`src/design/ps2mc_pkg.sv`:
```
// Shared types and constants for the PS/2 mouse packet cursor block.
// Holds the framing phase codes, packet struct and register indexes.
// No dependencies.
`timescale 1ns / 1ps

package ps2mc_pkg;

  // Default coordinate register width.
  localparam int COORD_BITS_DEF = 16;

  // Field widths fixed by the interface.
  localparam int BYTE_BITS  = 8;
  localparam int SIZE_BITS  = 16;
  localparam int CURSOR_BITS = 16;
  localparam int CFG_INDEX_BITS = 1;
  localparam int MAG_BITS = 9;

  // Configuration register indexes.
  localparam logic [CFG_INDEX_BITS-1:0] REG_SCREEN_WIDTH  = 1'd0;
  localparam logic [CFG_INDEX_BITS-1:0] REG_SCREEN_HEIGHT = 1'd1;

  // Reset values of the configuration registers.
  localparam logic [SIZE_BITS-1:0] SCREEN_WIDTH_RST  = 16'd1024;
  localparam logic [SIZE_BITS-1:0] SCREEN_HEIGHT_RST = 16'd768;

  // Header byte bit positions.
  localparam int HDR_BTN_LEFT   = 0;
  localparam int HDR_BTN_RIGHT  = 1;
  localparam int HDR_BTN_MIDDLE = 2;
  localparam int HDR_SYNC       = 3;
  localparam int HDR_X_SIGN     = 4;
  localparam int HDR_Y_SIGN     = 5;
  localparam int HDR_X_OVF      = 6;
  localparam int HDR_Y_OVF      = 7;

  // Extra movement added when an overflow bit is set.
  localparam logic [MAG_BITS-1:0] OVF_EXTRA = 9'd255;

  // Packet framing phase.
  typedef enum logic [1:0] {
    PH_HEADER = 2'd0,
    PH_XMOVE  = 2'd1,
    PH_YMOVE  = 2'd2
  } phase_t;

  // Packet held by the framer until the next byte transfer.
  typedef struct packed {
    logic                 pending;
    logic [BYTE_BITS-1:0] header;
    logic [BYTE_BITS-1:0] x_move;
    logic [BYTE_BITS-1:0] y_move;
  } packet_t;

endpackage

```
`src/design/ps2mc_framer.sv`:
```
// Byte framer: gathers header, X and Y bytes into a pending packet.
// Depends on ps2mc_pkg for the phase enum and packet struct.
`timescale 1ns / 1ps

module ps2mc_framer (
  input  logic                       clk,
  input  logic                       rst_n,
  input  logic                       accept,
  input  logic [ps2mc_pkg::BYTE_BITS-1:0] rx_byte,
  output ps2mc_pkg::packet_t         packet
);
  import ps2mc_pkg::*;

  phase_t  phase_r, phase_nxt;
  packet_t pkt_r, pkt_nxt;

  // Phase and packet registers.
  always_ff @(posedge clk) begin
    if (!rst_n) begin
      phase_r <= PH_HEADER;
      pkt_r   <= '0;
    end else begin
      phase_r <= phase_nxt;
      pkt_r   <= pkt_nxt;
    end
  end

  // Next phase and packet contents. A pending packet is consumed by every
  // transfer, so pending follows whether this byte completes a packet.
  always_comb begin
    phase_nxt = phase_r;
    pkt_nxt   = pkt_r;
    if (accept) begin
      pkt_nxt.pending = 1'b0;
      case (phase_r)
        PH_XMOVE: begin
          pkt_nxt.x_move = rx_byte;
          phase_nxt      = PH_YMOVE;
        end
        PH_YMOVE: begin
          pkt_nxt.y_move  = rx_byte;
          pkt_nxt.pending = 1'b1;
          phase_nxt       = PH_HEADER;
        end
        default: begin
          if (rx_byte[HDR_SYNC]) begin
            pkt_nxt.header = rx_byte;
            phase_nxt      = PH_XMOVE;
          end else begin
            phase_nxt = PH_HEADER;
          end
        end
      endcase
    end
  end

  assign packet = pkt_r;

endmodule

```
`src/design/ps2mc_axis.sv`:
```
// One cursor axis: sign-magnitude delta, move and clamp.
// Depends on ps2mc_pkg for field widths and the overflow constant.
`timescale 1ns / 1ps

module ps2mc_axis #(
  parameter int COORD_BITS = ps2mc_pkg::COORD_BITS_DEF
) (
  input  logic [COORD_BITS-1:0]            pos,
  input  logic [ps2mc_pkg::BYTE_BITS-1:0]  move_byte,
  input  logic                             sign_bit,
  input  logic                             ovf_bit,
  input  logic                             invert,
  input  logic [ps2mc_pkg::SIZE_BITS-1:0]  size,
  output logic [COORD_BITS-1:0]            pos_next
);
  import ps2mc_pkg::*;

  localparam int BASE_BITS = (COORD_BITS > SIZE_BITS) ? COORD_BITS : SIZE_BITS;
  localparam int W = BASE_BITS + 2;

  logic [BYTE_BITS-1:0] base_mag;
  logic [MAG_BITS-1:0]  mag;
  logic                 subtract;
  logic [W-1:0]         pos_ext;
  logic [W-1:0]         sum;
  logic [W-1:0]         top;
  logic [W-1:0]         size_m1;
  logic [W-1:0]         clamped;

  // Magnitude: negative bytes are two's complement, so a zero byte stays zero.
  always_comb begin
    base_mag = sign_bit ? (BYTE_BITS'(0) - move_byte) : move_byte;
    mag      = {1'b0, base_mag} + (ovf_bit ? OVF_EXTRA : MAG_BITS'(0));
    subtract = sign_bit ^ invert;
  end

  // Move, then clamp to zero, the coordinate limit and, for a nonzero size, size - 1.
  always_comb begin
    pos_ext = W'(pos);
    sum     = subtract ? (pos_ext - W'(mag)) : (pos_ext + W'(mag));
    top     = (W'(1) << COORD_BITS) - W'(1);
    size_m1 = W'(size) - W'(1);
    if (sum[W-1]) begin
      clamped = '0;
    end else if (sum > top) begin
      clamped = top;
    end else begin
      clamped = sum;
    end
    if ((size != '0) && (clamped > size_m1)) begin
      clamped = size_m1;
    end
    pos_next = clamped[COORD_BITS-1:0];
  end

endmodule

```
`src/design/ps2mc_cursor_regs.sv`:
```
// Cursor state: position and button registers, updated by pending packets.
// Depends on ps2mc_pkg and ps2mc_axis (one instance per axis).
`timescale 1ns / 1ps

module ps2mc_cursor_regs #(
  parameter int COORD_BITS = ps2mc_pkg::COORD_BITS_DEF
) (
  input  logic                            clk,
  input  logic                            rst_n,
  input  logic                            accept,
  input  ps2mc_pkg::packet_t              packet,
  input  logic [ps2mc_pkg::SIZE_BITS-1:0] screen_width,
  input  logic [ps2mc_pkg::SIZE_BITS-1:0] screen_height,
  output logic [COORD_BITS-1:0]           pos_x_nxt,
  output logic [COORD_BITS-1:0]           pos_y_nxt,
  output logic [2:0]                      buttons_nxt
);
  import ps2mc_pkg::*;

  logic [COORD_BITS-1:0] pos_x_r, pos_y_r;
  logic [COORD_BITS-1:0] moved_x, moved_y;
  logic [2:0]            buttons_r;
  logic                  apply;

  ps2mc_axis #(.COORD_BITS(COORD_BITS)) u_axis_x (
    .pos       (pos_x_r),
    .move_byte (packet.x_move),
    .sign_bit  (packet.header[HDR_X_SIGN]),
    .ovf_bit   (packet.header[HDR_X_OVF]),
    .invert    (1'b0),
    .size      (screen_width),
    .pos_next  (moved_x)
  );

  // Y is inverted so that down is positive.
  ps2mc_axis #(.COORD_BITS(COORD_BITS)) u_axis_y (
    .pos       (pos_y_r),
    .move_byte (packet.y_move),
    .sign_bit  (packet.header[HDR_Y_SIGN]),
    .ovf_bit   (packet.header[HDR_Y_OVF]),
    .invert    (1'b1),
    .size      (screen_height),
    .pos_next  (moved_y)
  );

  // A pending packet takes effect on the next byte transfer.
  always_comb begin
    apply       = accept && packet.pending;
    pos_x_nxt   = apply ? moved_x : pos_x_r;
    pos_y_nxt   = apply ? moved_y : pos_y_r;
    buttons_nxt = apply ? packet.header[2:0] : buttons_r;
  end

  always_ff @(posedge clk) begin
    if (!rst_n) begin
      pos_x_r   <= '0;
      pos_y_r   <= '0;
      buttons_r <= '0;
    end else begin
      pos_x_r   <= pos_x_nxt;
      pos_y_r   <= pos_y_nxt;
      buttons_r <= buttons_nxt;
    end
  end

  // A transfer without a pending packet leaves the cursor where it was.
  a_hold_pos: assert property (@(posedge clk) disable iff (!rst_n)
    (accept && !packet.pending) |=> ($stable(pos_x_r) && $stable(pos_y_r)))
    else $error("cursor moved without a pending packet");

  // Applying a packet latches its button bits.
  a_buttons: assert property (@(posedge clk) disable iff (!rst_n)
    (accept && packet.pending) |=> (buttons_r == $past(packet.header[2:0])))
    else $error("buttons not latched from applied packet");

endmodule

```
`src/design/ps2_mouse_packet_cursor.sv`:
```
// Top level of the PS/2 mouse packet cursor block.
// Depends on ps2mc_pkg, ps2mc_framer, ps2mc_cursor_regs and ps2mc_axis.
`timescale 1ns / 1ps

// Usage:
// Each transfer on the input channel (in_valid/in_stall, in_rx_byte) carries
// one byte from the mouse. Bytes are framed into header, X and Y packets; a
// header must have bit 3 set or it is dropped. A complete packet is applied
// on the following byte transfer, before that byte is framed.
// Every input transfer produces exactly one result transfer on the output
// channel (out_valid/out_stall): cursor X/Y and the three button bits.
// The result is in the output register in the cycle after the input
// transfer. Throughput is one byte per cycle while the receiver does not
// stall, set by the single add-and-clamp path per axis between the state and
// output registers. On a stall the held result stays on the outputs and
// in_stall rises, so no new byte is taken until the result is taken.
// Synchronous reset clears framing, cursor (0,0), buttons and the output
// valid, and loads screen width 1024 and height 768. The user must write the
// size registers (cfg_wr_en/cfg_index/cfg_wdata) only while the block is idle;
// this is not enforced. A size of zero removes the upper clamp on that axis.

module ps2_mouse_packet_cursor #(
  parameter int COORD_BITS = ps2mc_pkg::COORD_BITS_DEF
) (
  input  logic                                 clk,
  input  logic                                 rst_n,
  input  logic                                 cfg_wr_en,
  input  logic [ps2mc_pkg::CFG_INDEX_BITS-1:0] cfg_index,
  input  logic [ps2mc_pkg::SIZE_BITS-1:0]      cfg_wdata,
  input  logic                                 in_valid,
  output logic                                 in_stall,
  input  logic [ps2mc_pkg::BYTE_BITS-1:0]      in_rx_byte,
  output logic                                 out_valid,
  input  logic                                 out_stall,
  output logic [ps2mc_pkg::CURSOR_BITS-1:0]    out_cursor_x,
  output logic [ps2mc_pkg::CURSOR_BITS-1:0]    out_cursor_y,
  output logic                                 out_button_left,
  output logic                                 out_button_middle,
  output logic                                 out_button_right
);
  import ps2mc_pkg::*;

  localparam int OW = (COORD_BITS > CURSOR_BITS) ? COORD_BITS : CURSOR_BITS;

  logic [SIZE_BITS-1:0]   width_r, height_r;
  logic                   accept;
  logic                   out_valid_r, out_valid_nxt;
  packet_t                packet;
  logic [COORD_BITS-1:0]  pos_x_nxt, pos_y_nxt;
  logic [2:0]             buttons_nxt;
  logic [OW-1:0]          x_wide, y_wide;
  logic [CURSOR_BITS-1:0] cursor_x_r, cursor_y_r;
  logic [2:0]             buttons_r;

  // Configuration registers.
  always_ff @(posedge clk) begin
    if (!rst_n) begin
      width_r  <= SCREEN_WIDTH_RST;
      height_r <= SCREEN_HEIGHT_RST;
    end else if (cfg_wr_en) begin
      case (cfg_index)
        REG_SCREEN_WIDTH:  width_r  <= cfg_wdata;
        REG_SCREEN_HEIGHT: height_r <= cfg_wdata;
        default: ;
      endcase
    end
  end

  // Input is taken unless a result is waiting on a stalled receiver.
  assign in_stall = out_valid_r && out_stall;
  assign accept   = in_valid && !in_stall;

  ps2mc_framer u_framer (
    .clk     (clk),
    .rst_n   (rst_n),
    .accept  (accept),
    .rx_byte (in_rx_byte),
    .packet  (packet)
  );

  ps2mc_cursor_regs #(.COORD_BITS(COORD_BITS)) u_cursor (
    .clk           (clk),
    .rst_n         (rst_n),
    .accept        (accept),
    .packet        (packet),
    .screen_width  (width_r),
    .screen_height (height_r),
    .pos_x_nxt     (pos_x_nxt),
    .pos_y_nxt     (pos_y_nxt),
    .buttons_nxt   (buttons_nxt)
  );

  // Output valid: set by a transfer in, cleared once the result is taken.
  always_comb begin
    if (accept) begin
      out_valid_nxt = 1'b1;
    end else if (!out_stall) begin
      out_valid_nxt = 1'b0;
    end else begin
      out_valid_nxt = out_valid_r;
    end
    x_wide = OW'(pos_x_nxt);
    y_wide = OW'(pos_y_nxt);
  end

  always_ff @(posedge clk) begin
    if (!rst_n) begin
      out_valid_r <= 1'b0;
    end else begin
      out_valid_r <= out_valid_nxt;
    end
  end

  // Result payload, loaded on each input transfer.
  always_ff @(posedge clk) begin
    if (!rst_n) begin
      cursor_x_r <= '0;
      cursor_y_r <= '0;
      buttons_r  <= '0;
    end else if (accept) begin
      cursor_x_r <= x_wide[CURSOR_BITS-1:0];
      cursor_y_r <= y_wide[CURSOR_BITS-1:0];
      buttons_r  <= buttons_nxt;
    end
  end

  assign out_valid         = out_valid_r;
  assign out_cursor_x      = cursor_x_r;
  assign out_cursor_y      = cursor_y_r;
  assign out_button_left   = buttons_r[HDR_BTN_LEFT];
  assign out_button_middle = buttons_r[HDR_BTN_MIDDLE];
  assign out_button_right  = buttons_r[HDR_BTN_RIGHT];

  // Every input transfer leaves a result waiting.
  a_result_after_in: assert property (@(posedge clk) disable iff (!rst_n)
    accept |=> out_valid_r)
    else $error("input transfer produced no result");

  // The result register changes only on an input transfer.
  a_payload_hold: assert property (@(posedge clk) disable iff (!rst_n)
    !accept |=> ($stable(cursor_x_r) && $stable(cursor_y_r) && $stable(buttons_r)))
    else $error("result changed without an input transfer");

endmodule
```
`config.mk`:
```
export PLATFORM = sky130hd
export DESIGN_NAME = ps2_mouse_packet_cursor
export DESIGN_NICKNAME = d
export VERILOG_FILES = /design/src/design/ps2mc_pkg.sv /design/src/design/ps2mc_framer.sv /design/src/design/ps2mc_axis.sv /design/src/design/ps2mc_cursor_regs.sv /design/src/design/ps2_mouse_packet_cursor.sv
export SDC_FILE = /design/constraint.sdc
export NUM_CORES = 1
export LEC_CHECK = 0
export CORE_ASPECT_RATIO = 1.5
export CORE_MARGIN = 1
export CORE_UTILIZATION = 25
export DETAILED_ROUTE_END_ITERATION = 10
export DONT_BUFFER_PORTS = 1
export GPL_ROUTABILITY_DRIVEN = 0
export SYNTH_ARGS = -nofsm -noshare
export SYNTH_HDL_FRONTEND = slang
export SYNTH_SLANG_ARGS = --single-unit
```
`constraint.sdc`:
```
create_clock -name clk -period 6.45 [get_ports clk]
set_input_delay 1.6125 -clock clk [delete_from_list [all_inputs] [get_ports clk]]
set_output_delay 1.6125 -clock clk [all_outputs]
set_load 0.05 [all_outputs]
```
==> metrics.md, run 1 <==
| Metric | Value |
|---|---|
| Number of synthesized flops with an enable pin | 0 |
| Final non-filler cell total | ~1,800 |
| CP endpoint kind | register |
| Max Buffers Root-to-Sink | 2 |
| Worst path max stage delay | 0.52 ns |
| Final hold slack | 0.460 ns |
| Total power | between 2 and 3 mW |
| Post-synthesis sequential area ratio | around a quarter |
| Gr ovfl total | 0 |
| Setup CP Type | register to register |
| Number of cell rows | slightly below 90 |
| Worst-Margin Slew | approximately 1.1 ns |
| Global-route wire length before repair | between 50,000 and 60,000 um |
| # diodes | 0 |
| Net Sw Power | around 860 uW |
| Ys async rst share | 0% |
| Worst slew margin | roughly 30% |
| Total Die Area | just over 40,000 um^2 |
| Vias in the first global route | approximately 9,400 |
| Worst path slowest cell | or4b_1 |
| Failing checks | DRC |
| CP Buf/Inv Count | 2 |
| CTS buffer count | 17 |
| Avg Synthesized Cell Area | 7.62 um^2 |
| Hold Crit Class | register to register |
| GRT Total Usage | 16.0% |
| Post-route ant nets | 0 |
| YS warnings | 0 |
| Clk network pwr share | between 30% and 40% |
| Setup TNS | 0 ns |
| Lkg Pwr | 4.49 nW |
| Main synth FF type | dfxtp_1 |
| Crit path arrival time | between 6 and 7 ns |
| 1st-pass router iterations | 8 |
| Power Density | approximately 230 nW/um^2 |
| Outcome | finished with violations |
| Vias | between 9,000 and 10,000 |
| Syn Inst Count | 1,317 |
| Post-route cell area | roughly 11,000 um^2 |
| Initial antenna violation count | 0 |
| Fin util | 28.8% |
| Internal power | 1.78 mW |
| Min Tclk post-route | approximately 6.1 ns |
| Logic pwr share | approximately 28% |
| Initial Utilization | about a quarter |
| Input/output buffers | 0 |
| Critical path's top delay family | compound AO/OA/AOI/OAI gates |
| Period utilization | 94.4% |
| Sw Ratio | approximately 33% |
| Top-Level Pins | 67 |
| Htree depth | 4 |
| # fillers | around 4,200 |
| Nets | 1,423 |
| Crit Path Max Fanout | 6 |
| Peak VDD IR | 0.166 mV |
| Sequential power share | between 30% and 40% |
| FMAX | between 150 and 200 MHz |
| Critical Path Most Common Cell | a21oi_1 |
| Drt drc | 8 |
| Cell Area, Synth | between 10,000 and 15,000 um^2 |
| Clock latency on the worst-skew pair | roughly 0.44 ns |
| Area grow syn2layout | 13.2% |
| Max-slew violations | 0 |
| Placed Cells | ~1,800 |
| # clock sinks | between 100 and 150 |
| Count of final hold-check violations | 0 |
| Worst clock skew | between 0.007 and 0.008 ns |
| Layout cells sized above 1 | roughly 8.4% |
| Hold_buf cts | 0 |
| Drt total wl | between 30,000 and 40,000 um |
| Post-synthesis cell type count | 80 |
| Max Cap Viol | 0 |
| Routed len/inst | around 18 um |
| Flops & latches, synth | about 130 |
| Worst setup SP type | register |
| Clock transition at path regs | 0.06 ns |
| DRT iter0 DRCs | around 600 |
| CTS tree | yes |
| Cell Area, Placed | ~11,000 um^2 |
| Worst Path Required | between 6 and 7 ns |
| Core Area | 39,400 um^2 |
| Final Worst Setup Slack | roughly 0.36 ns |
| Post-place setup slack | approximately 0.18 ns |
| Largest net degree at the start of global routing | 56 |
| Die height | approximately 250 um |
| Clk root buf | clkbuf_16 |
| Die width | 166 um |
| Mapped Nets | 1,454 |
| Hpwl dp | between 20,000 and 25,000 um |
| Final number of setup-violating endpoints | 0 |
| Vias per inst | 5.36 |
power groups by stage:
stage	combinational (mW)	sequential [mW]	clock, mW
2_1_floorplan	0.529	0.868	0
3_3_place_gp	0.669	0.878	0
3_5_place_dp	0.677	0.878	0
4_1_cts	0.683	0.861	1.06
5_1_grt	0.809	0.864	1.09
6_report	0.738	0.861	1.04
logic make-up after synthesis:
group	synth area share [%]
compound gates	25.1
mux	1.90
xor+xnor	5.85
fa+ha+maj	13.8
buf+inv	5.80
flops	25.7
simple gates	21.8
cell type report:
cell class                 instances  area [um^2]  share of cell area [%]
multi-input combinational       1039         7050                    62.1
sequential                       129         2580                    22.8
tap                              500          626                    5.51
clock buffer                      23          468                    4.12
inverter                          74          278                    2.45
timing repair buffer              25          188                    1.65
clock inverter                     9          155                    1.37
per-layer routing:
metal	global-route usage [%]	share of wire [%]	vias to the layer above
met4	11.4	6.4	0
met2	29.7	53	284
li1	-	-	4656
met1	15.5	36	4609
met5	0	0	-
met3	3.15	4.8	92
Yosys cell counts (4+ instances only):
cell type | number | area (um^2)
nand2_1 | 178 | 668
a21oi_1 | 135 | 676
dfxtp_1 | 129 | 2580
ha_1 | 101 | 1260
nor2_1 | 76 | 285
inv_1 | 73 | 274
o21ai_0 | 59 | 295
clkbuf_1 | 58 | 218
nand3_1 | 50 | 250
xnor2_1 | 48 | 420
nor3_1 | 29 | 145
a211oi_1 | 21 | 158
nand2b_1 | 21 | 131
a31oi_1 | 20 | 125
a21o_1 | 19 | 143
o211ai_1 | 19 | 143
xor2_1 | 19 | 166
nor4_1 | 18 | 113
or3_1 | 18 | 113
mux2i_1 | 13 | 130
o21ai_1 | 13 | 65.1
o21bai_1 | 13 | 97.6
o31ai_1 | 12 | 90.1
and2_1 | 10 | 62.6
nand4_1 | 10 | 62.6
buf_2 | 9 | 45.0
a211o_1 | 8 | 70.1
buf_1 | 8 | 30.0
nor2b_1 | 8 | 50.1
o21a_1 | 8 | 60.1
and3_1 | 7 | 43.8
o211a_1 | 7 | 70.1
fa_1 | 6 | 120
nor3b_1 | 6 | 45.0
a32o_1 | 5 | 50.1
a2111oi_0 | 4 | 35.0
a32oi_1 | 4 | 35.0
mux2_2 | 4 | 45.0
worst min-delay path, stage by stage (launching register included):
cell and delay, ns:
dfxtp_1 0.30, nand2_1 0.05, a21oi_1 0.06
what timing repair did:
| action | 4_1_cts | 5_1_grt |
|---|---|---|
| resized for setup | 0 | 42 |
| setup buffers | 0 | 5 |
| setup endpoints to repair | 0 | 61 |
sequential cells by signal (all words and copies together), names as in the netlist:
| name | count |
|---|---|
| u_cursor.pos_x_r | 16 |
| width_r | 16 |
| u_framer.packet | 24 |
| out_cursor_x | 16 |
| u_framer.phase_r | 2 |
| u_cursor.pos_y_r | 16 |
| out_valid | 1 |
| height_r | 16 |
| buttons_r | 3 |
| out_cursor_y | 16 |
| u_cursor.buttons_r | 3 |
layout by cell type (no fill, tap or decap), drive strengths merged, types with 20 or more instances in the layout:
cell / count
nand2: 178
a21oi: 135
dfxtp: 129
ha: 101
nor2: 77
inv: 74
o21ai: 72
nand3: 50
xnor2: 48
nor3: 29
buf: 25
clkbuf: 23
nand2b: 22
a211oi: 21
a31oi: 20
final timing paths:
kind / from / endpoint / slack [ns] / depth (start not counted)
setup / recovery: u_framer.packet[8] / out_cursor_x[3] / 0.36 / 27
hold / removal: u_cursor.buttons_r[0] / u_cursor.buttons_r[0] / 0.46 / 2
setup reg to reg: u_framer.packet[8] / out_cursor_x[3] / 0.36 / 27
hold reg to reg: u_cursor.buttons_r[0] / u_cursor.buttons_r[0] / 0.46 / 2
Note: power is estimated with default switching activity, not from simulation.
==> run 2: changes to the inputs <==
==> constraint.sdc (replaced) <==
create_clock -name clk -period 6.45 [get_ports clk]
set_input_delay 1.29 -clock clk [delete_from_list [all_inputs] [get_ports clk]]
set_output_delay 1.29 -clock clk [all_outputs]
set_load 0.05 [all_outputs]
==> run 2 against run 1 <==
Against the previous run:
- the flow still finishes with violations (DRC)
- via count down 0.25%
- worst hold slack better by 0.0041 ns
- design area down 0.20%
- setup slack worse by 0.063 ns
- clock skew up 0.0013 ns
- total power up 2.4%
- combinational power up 4.2%
- non-clock buffer count down 1
- critical path type unchanged
- cell count down 0.11%
- critical endpoint is now out_cursor_y[11]
- count of clock-buffer cells in the layout down 2
- flip-flop and latch count unchanged
==> metrics.md, run 2 (same netlist as run 1, synthesis figures left out) <==
| Metric | Value |
|---|---|
| Outcome | finished with violations |
| Failing checks | DRC |
| Final hold slack | 0.464 ns |
| Fin util | between 20 and 30% |
| Min Tclk post-route | just over 6 ns |
| Layout cells sized above 1 | approximately 8.1% |
| Worst clock skew | roughly 0.0090 ns |
| Global-route wire length before repair | around 50,000 um |
| # diodes | 0 |
| Clock latency on the worst-skew pair | between 0.4 and 0.5 ns |
| Core Area | 39,400 um^2 |
| CP endpoint kind | register |
| Setup CP Type | register to register |
| Hold_buf cts | 0 |
| Final non-filler cell total | between 1,500 and 2,000 |
| FMAX | 163 MHz |
| Number of cell rows | between 80 and 90 |
| Vias in the first global route | slightly above 9,000 |
| Area grow syn2layout | 12.9% |
| Largest net degree at the start of global routing | between 50 and 60 |
| Max Cap Viol | 0 |
| 1st-pass router iterations | 10 |
| Vias per inst | between 5 and 6 |
| Post-route ant nets | 0 |
| Worst Path Required | between 6 and 7 ns |
| Commonest non-fill, non-tap cell in the layout | nand2_1 |
| Drt drc | 8 |
| Final number of setup-violating endpoints | 0 |
| Final Worst Setup Slack | between 0.2 and 0.3 ns |
| Worst slew margin | a little under a third |
| Peak VDD IR | around 0.17 mV |
| CTS buffer count | 17 |
| Initial Utilization | about a quarter |
| Crit Path Max Fanout | 8 |
| Total Die Area | around 41,000 um^2 |
| GRT Total Usage | 15.9% |
| Routed len/inst | ~18 um |
| Power Density | 238 nW/um^2 |
| Max FFs per register | 24 |
| Clock transition at path regs | about 0.060 ns |
| Top-Level Pins | 67 |
| Die width | roughly 170 um |
| Period utilization | between 90% and 100% |
| Lkg Pwr | ~4.5 nW |
| Vias | about 9,600 |
| Max-slew violations | 0 |
| Worst-Margin Slew | between 1 and 1.5 ns |
| Setup TNS | 0 ns |
| Crit path arrival time | 6.52 ns |
| # clock sinks | ~130 |
| Clk root buf | clkbuf_16 |
| Post-place setup slack | around 0.12 ns |
| Count of final hold-check violations | 0 |
| Hpwl dp | around 24,000 um |
| Max Buffers Root-to-Sink | 2 |
| Placed Cells | between 1,500 and 2,000 |
| Input/output buffers | 0 |
| Commonest non-fill, non-tap cells in the layout | nand2_1 (177), dfxtp_1 (129), a21oi_1 (128) |
| DRT iter0 DRCs | approximately 530 |
| Die height | about 250 um |
| Nets | 1,422 |
| Hold Crit Class | register to register |
| CTS tree | yes |
| Worst setup SP type | register |
| Gr ovfl total | 0 |
| Drt total wl | 32,300 um |
| Initial antenna violation count | 0 |
| Htree depth | 4 |
[run 2: cell count changes in the layout (fill, tap and decap cells not counted), sizes merged]
cell and delta:
clkinvlp +1, or4 -1, bufinv +1, clkbuf -2
nand2 +1, buf -1, clkinv -1
[run 2: what timing repair did]
action,in CTS,in global routing
setup endpoints to repair,0,61
buffers inserted,0,5
gates resized for setup,0,38
[run 2: per-stage QoR]
stage / power [mW] / area (um^2)
2_1_floorplan: 1.40 / 10000
3_3_place_gp: 1.55 / 10500
3_5_place_dp: 1.56 / 10500
4_1_cts: 2.63 / 11100
5_1_grt: 2.82 / 11300
6_report: 2.70 / 11300
[run 2: metal layers]
metal | vias up | track usage [%] | routed length, um
li1 | 4667 | - | -
met1 | 4588 | 14.9 | 11500
met2 | 269 | 30.0 | 17400
met3 | 93 | 3.24 | 1570
met4 | 0 | 11.2 | 1920
met5 | - | 0 | 0
[run 2: worst paths after layout]
path,startpoint,end,slack (ns),depth (start not counted)
hold reg to reg,u_cursor.buttons_r[0],u_cursor.buttons_r[0],0.46,2
hold / removal,u_cursor.buttons_r[0],u_cursor.buttons_r[0],0.46,2
setup / recovery,u_framer.packet[0],out_cursor_y[11],0.30,23
setup reg to reg,u_framer.packet[0],out_cursor_y[11],0.30,23
[run 2: area by class of cell]
type / instances / area, um^2
Fill cell: 4255 / 28100
Clock buffer: 21 / 450
Sequential cell: 129 / 2580
Timing Repair Buffer: 24 / 193
Clock inverter: 10 / 184
Multi-Input combinational cell: 1039 / 7010
Inverter: 74 / 278
Tap cell: 500 / 626
[run 2: worst max-delay path, cell delays in order (launching register included)]
cell and delay (ns):
dfxtp_1 0.33, or3_1 0.43, o31ai_1 0.27, xnor2_1 0.19
ha_1 0.30, a21o_1 0.18, a31oi_1 0.22, xnor2_1 0.16
ha_1 0.42, nor2b_1 0.09, or4_1 0.46, o211a_2 0.31
nor4_2 0.30, nor4_1 0.10, a211oi_1 0.39, ha_1 0.32
and4_1 0.19, nand3_1 0.12, nor3_1 0.07, a31oi_2 0.24
and2_4 0.28, mux2_4 0.31, a311o_1 0.30, o21ai_1 0.12
[run 2: power by group]
part           total, mW  switching, mW  internal [mW]
sequential         0.860         0.0433          0.817
combinational      0.769          0.453          0.316
clock               1.07          0.380          0.692
